==> config.mk <==
export PLATFORM = sky130hd
export DESIGN_NAME = fpvt_lane
export DESIGN_NICKNAME = d
export VERILOG_FILES = /design/src/sv/fpvt_pkg.sv /design/src/sv/fpvt_lane.sv
export SDC_FILE = /design/constraint.sdc
export NUM_CORES = 2
export LEC_CHECK = 0
export ABC_AREA = 1
export ABC_CLOCK_PERIOD_IN_PS = 13400
export BUFFER_PORTS_ARGS = -buffer_cell sky130_fd_sc_hd__buf_2
export CAP_MARGIN = 15
export CORE_MARGIN = 2
export CORE_UTILIZATION = 60
export DETAILED_ROUTE_END_ITERATION = 10
export PLACE_DENSITY = 0.78
export REMOVE_ABC_BUFFERS = 1
export SYNTH_ARGS = -nofsm -noshare
export SYNTH_HDL_FRONTEND = slang
export SYNTH_SLANG_ARGS = --single-unit
==> constraint.sdc <==
create_clock -name vclk -period 13.4
set_input_delay 1.34 -clock vclk [all_inputs]
set_output_delay 1.34 -clock vclk [all_outputs]
set_load 0.03 [all_outputs]
==> src/sv/fpvt_pkg.sv <==
// fpvt_pkg: shared types and constants for the fixed point vertex transform
// item structs, configuration register indexes and element widths
// no dependencies
`timescale 1ns / 1ps

package fpvt_pkg;

   localparam int unsigned COORD_W     = 16;
   localparam int unsigned ROW_W       = 3 * COORD_W;
   localparam int unsigned NUM_ROWS    = 4;
   localparam int unsigned CSR_INDEX_W = 2;
   localparam int unsigned FRAC_BITS_DEFAULT = 8;

   // command codes
   localparam logic CMD_POINT     = 1'b0;
   localparam logic CMD_DIRECTION = 1'b1;

   // configuration register indexes
   typedef enum logic [CSR_INDEX_W-1:0] {
      CSR_ROW_FOR_X       = 2'd0,
      CSR_ROW_FOR_Y       = 2'd1,
      CSR_ROW_FOR_Z       = 2'd2,
      CSR_TRANSLATION_ROW = 2'd3
   } csr_index_type;

   typedef struct packed {
      logic                      cmd;
      logic signed [COORD_W-1:0] in_x;
      logic signed [COORD_W-1:0] in_y;
      logic signed [COORD_W-1:0] in_z;
   } req_type;

   typedef struct packed {
      logic signed [COORD_W-1:0] out_x;
      logic signed [COORD_W-1:0] out_y;
      logic signed [COORD_W-1:0] out_z;
   } rsp_type;

endpackage

==> src/sv/fpvt_lane.sv <==
// fpvt_lane: one output component, a three term fixed point dot product
// plus optional translation, all sums wrapping at the coordinate width
// depends on fpvt_pkg
`timescale 1ns / 1ps

module fpvt_lane #(
   parameter int unsigned FRAC_BITS = fpvt_pkg::FRAC_BITS_DEFAULT
) (
   input  logic signed [fpvt_pkg::COORD_W-1:0] vec_x,
   input  logic signed [fpvt_pkg::COORD_W-1:0] vec_y,
   input  logic signed [fpvt_pkg::COORD_W-1:0] vec_z,
   input  logic signed [fpvt_pkg::COORD_W-1:0] coef_x,
   input  logic signed [fpvt_pkg::COORD_W-1:0] coef_y,
   input  logic signed [fpvt_pkg::COORD_W-1:0] coef_z,
   input  logic        [fpvt_pkg::COORD_W-1:0] trans,
   input  logic                                add_trans,
   output logic signed [fpvt_pkg::COORD_W-1:0] result
);

   localparam int unsigned PROD_W = 2 * fpvt_pkg::COORD_W;

   logic signed [PROD_W-1:0]           prod_x;
   logic signed [PROD_W-1:0]           prod_y;
   logic signed [PROD_W-1:0]           prod_z;
   logic signed [PROD_W-1:0]           shift_x;
   logic signed [PROD_W-1:0]           shift_y;
   logic signed [PROD_W-1:0]           shift_z;
   logic        [fpvt_pkg::COORD_W-1:0] trans_term;

   assign prod_x = PROD_W'(vec_x) * PROD_W'(coef_x);
   assign prod_y = PROD_W'(vec_y) * PROD_W'(coef_y);
   assign prod_z = PROD_W'(vec_z) * PROD_W'(coef_z);

   // arithmetic shift rounds toward minus infinity
   assign shift_x = prod_x >>> FRAC_BITS;
   assign shift_y = prod_y >>> FRAC_BITS;
   assign shift_z = prod_z >>> FRAC_BITS;

   assign trans_term = add_trans ? trans : '0;

   assign result = shift_x[fpvt_pkg::COORD_W-1:0] + shift_y[fpvt_pkg::COORD_W-1:0]
                 + shift_z[fpvt_pkg::COORD_W-1:0] + trans_term;

endmodule

==> impl_metrics.yaml <==
timing:
  slew-limit-headroom: 0.623
  final.min_clock_period_ns: 10.87
  setup_violations: 0
  drv_slew: 0
  setup_tns_ns: 0
  min_period_over_period: 0.811
  worstMarginPinSlew_ns: 0.560
  finalHoldViolCount: 0
  hold-worst-slack_ns: 3.17
  rsz0062_at_grt: "false"
  clock.fmax_mhz: 92.0
grt:
  grt_max_degree: 19
  overflow: 0
  grt_pass1_vias: 20500
  grt_use_total: 0.271
  grt_pass1_wl_um: 96500
  antenna_found_initial: 4
detailed_routing:
  vias: 19500
  wire_per_inst_um: 14.2
  via_per_inst: 5.05
  wirelength_um: 54900
  drt_iter0_drc: 1437
  antenna_left: 0
  first_pass_iters: 5
  drcViolationCount: 0
final_layout:
  syn_to_final_growth_pct: 3.21
  nets: 4262
  design.seq.count: 0
  drive_gt1_frac: 0.0477
  layout.area.seq_um2: 0
  nClkBuffers: 0
setup_path:
  worst_path_max_delay_cell: "fa_1"
  cp-end-kind: "output port"
  crit_top_cell: "fa_1"
  max_stage_delay_ns: 0.57
  critical_path.startpoint_type: "input port"
  arrival_ns: 9.53
  critPathKind: "input port to output port"
  startpoint: "coef_z[7]"
  critPathMaxFanout: 17
  critPathRequiredTime_ns: 12.06
yosys:
  syn_inst: 3333
  avgSynthCellArea_um2: 7.51
  seq_area_frac_synth: 0
  synth.most_common_cell: "inv_1"
  yosys_warnings: 0
  netlist_top_cells_area: "fa_1, inv_1, nand2_1, ha_1, xor2_1"
  synth_area_leader_cell: "fa_1"
  synth_cell_types: 42
  syn_area_um2: 25000
  synth_top_area_share: 0.471
  synthTopCellsByCount: "inv_1, nand2_1, fa_1"
floorplanning:
  die_x_um: 208
  die-area_um2: 43300
  coreArea_um2: 41000
  start_util: 0.610
  row_count: 74
  io_pins: 129
  fp.dieH_um: 208
hold_path:
  hp-class: "input port to output port"
  min_from: "trans[0]"
  hold_depth: 5
clock_network:
  cts-resized-gates: 0
  ctsHoldBuffers: 0
  post_cts_buffers: 0
placed_design:
  routabilityCongestion: 0.907
  hpwl_um: 48500
  port_buffers: 129
outcome:
  status: "completed"
run:
  maxCapViolations: 0
cell usage in the layout, fill, tap and decap left out, types with 2 or more instances in the layout:
cell type     n
inv_1      1163
nand2_1     855
fa_1        588
ha_1        225
buf_2       129
a21oi_1      65
xor2_1       56
nor2_1       53
nand3_1      52
xnor2_1      39
o21ai_0      23
or2_2        12
nand4_1       9
a21o_1        7
nor3_1        7
a31oi_1       5
diode_2       4
a211oi_1      4
o21bai_1      4
nand2b_1      4
clkinv_1      3
inv_2         3
nand3_2       3
o21ai_1       3
o21ai_2       3
o21bai_2      2
nor4_1        2
a21boi_0      2
o211ai_1      2
o31ai_1       2
path summary, 6_finish.rpt:
path                endpoint  slack, ns
setup / recovery  result[13]       2.53
hold / removal     result[0]       3.17
layer usage:
layer | vias up | wire length [um] | track usage | part of all wire
li1 | 9195 | - | - | -
met4 | 0 | 1850 | 0.0774 | 0.034
met5 | - | 0 | 0 | 0
met2 | 749 | 25200 | 0.443 | 0.46
met3 | 105 | 4360 | 0.0269 | 0.079
met1 | 9484 | 23400 | 0.387 | 0.43
layout make-up:
class / instances / area, um^2
tap: 532 / 666
fill: 3649 / 15200
antenna: 4 / 10.0
multi-input combinational: 2036 / 20100
inverter: 1169 / 4390
timing repair buffer: 129 / 646
stage by stage:
| stage | instances | setup WS (ns) | util | instance area [um^2] |
|---|---|---|---|---|
| after global placement | 3866 | 2.64 | 0.629 | 25800 |
| after CTS | 3866 | 2.57 | 0.629 | 25800 |
| after floorplan | 3205 | 3.62 | - | 24500 |
| final | 3870 | 2.53 | 0.630 | 25800 |
| after global routing | 3870 | 1.99 | 0.630 | 25800 |
| after detailed placement | 3866 | 2.60 | 0.629 | 25800 |
logic make-up (layout without fill, tap and decap cells):
group	count (synthesis)	count (layout)	synth area share
AO/OA/AOI/OAI	126	126	0.0296
XOR/XNOR	96	96	0.0339
buffers and inverters	1297	1298	0.196
AND/OR/NAND/NOR	1001	1001	0.157
adder cells (fa/ha/maj)	813	813	0.583
other	0	4	0
critical path: cells and delay by family:
kind            cells  cell delay [ns]
buf+inv             9             0.92
compound gates      8             1.58
simple gates        6             0.55
fa+ha+maj          10             4.70
xor+xnor            2             0.43
Power is not shown: default switching activity piles up to over one toggle a cycle in this logic, so the estimate is an artifact.
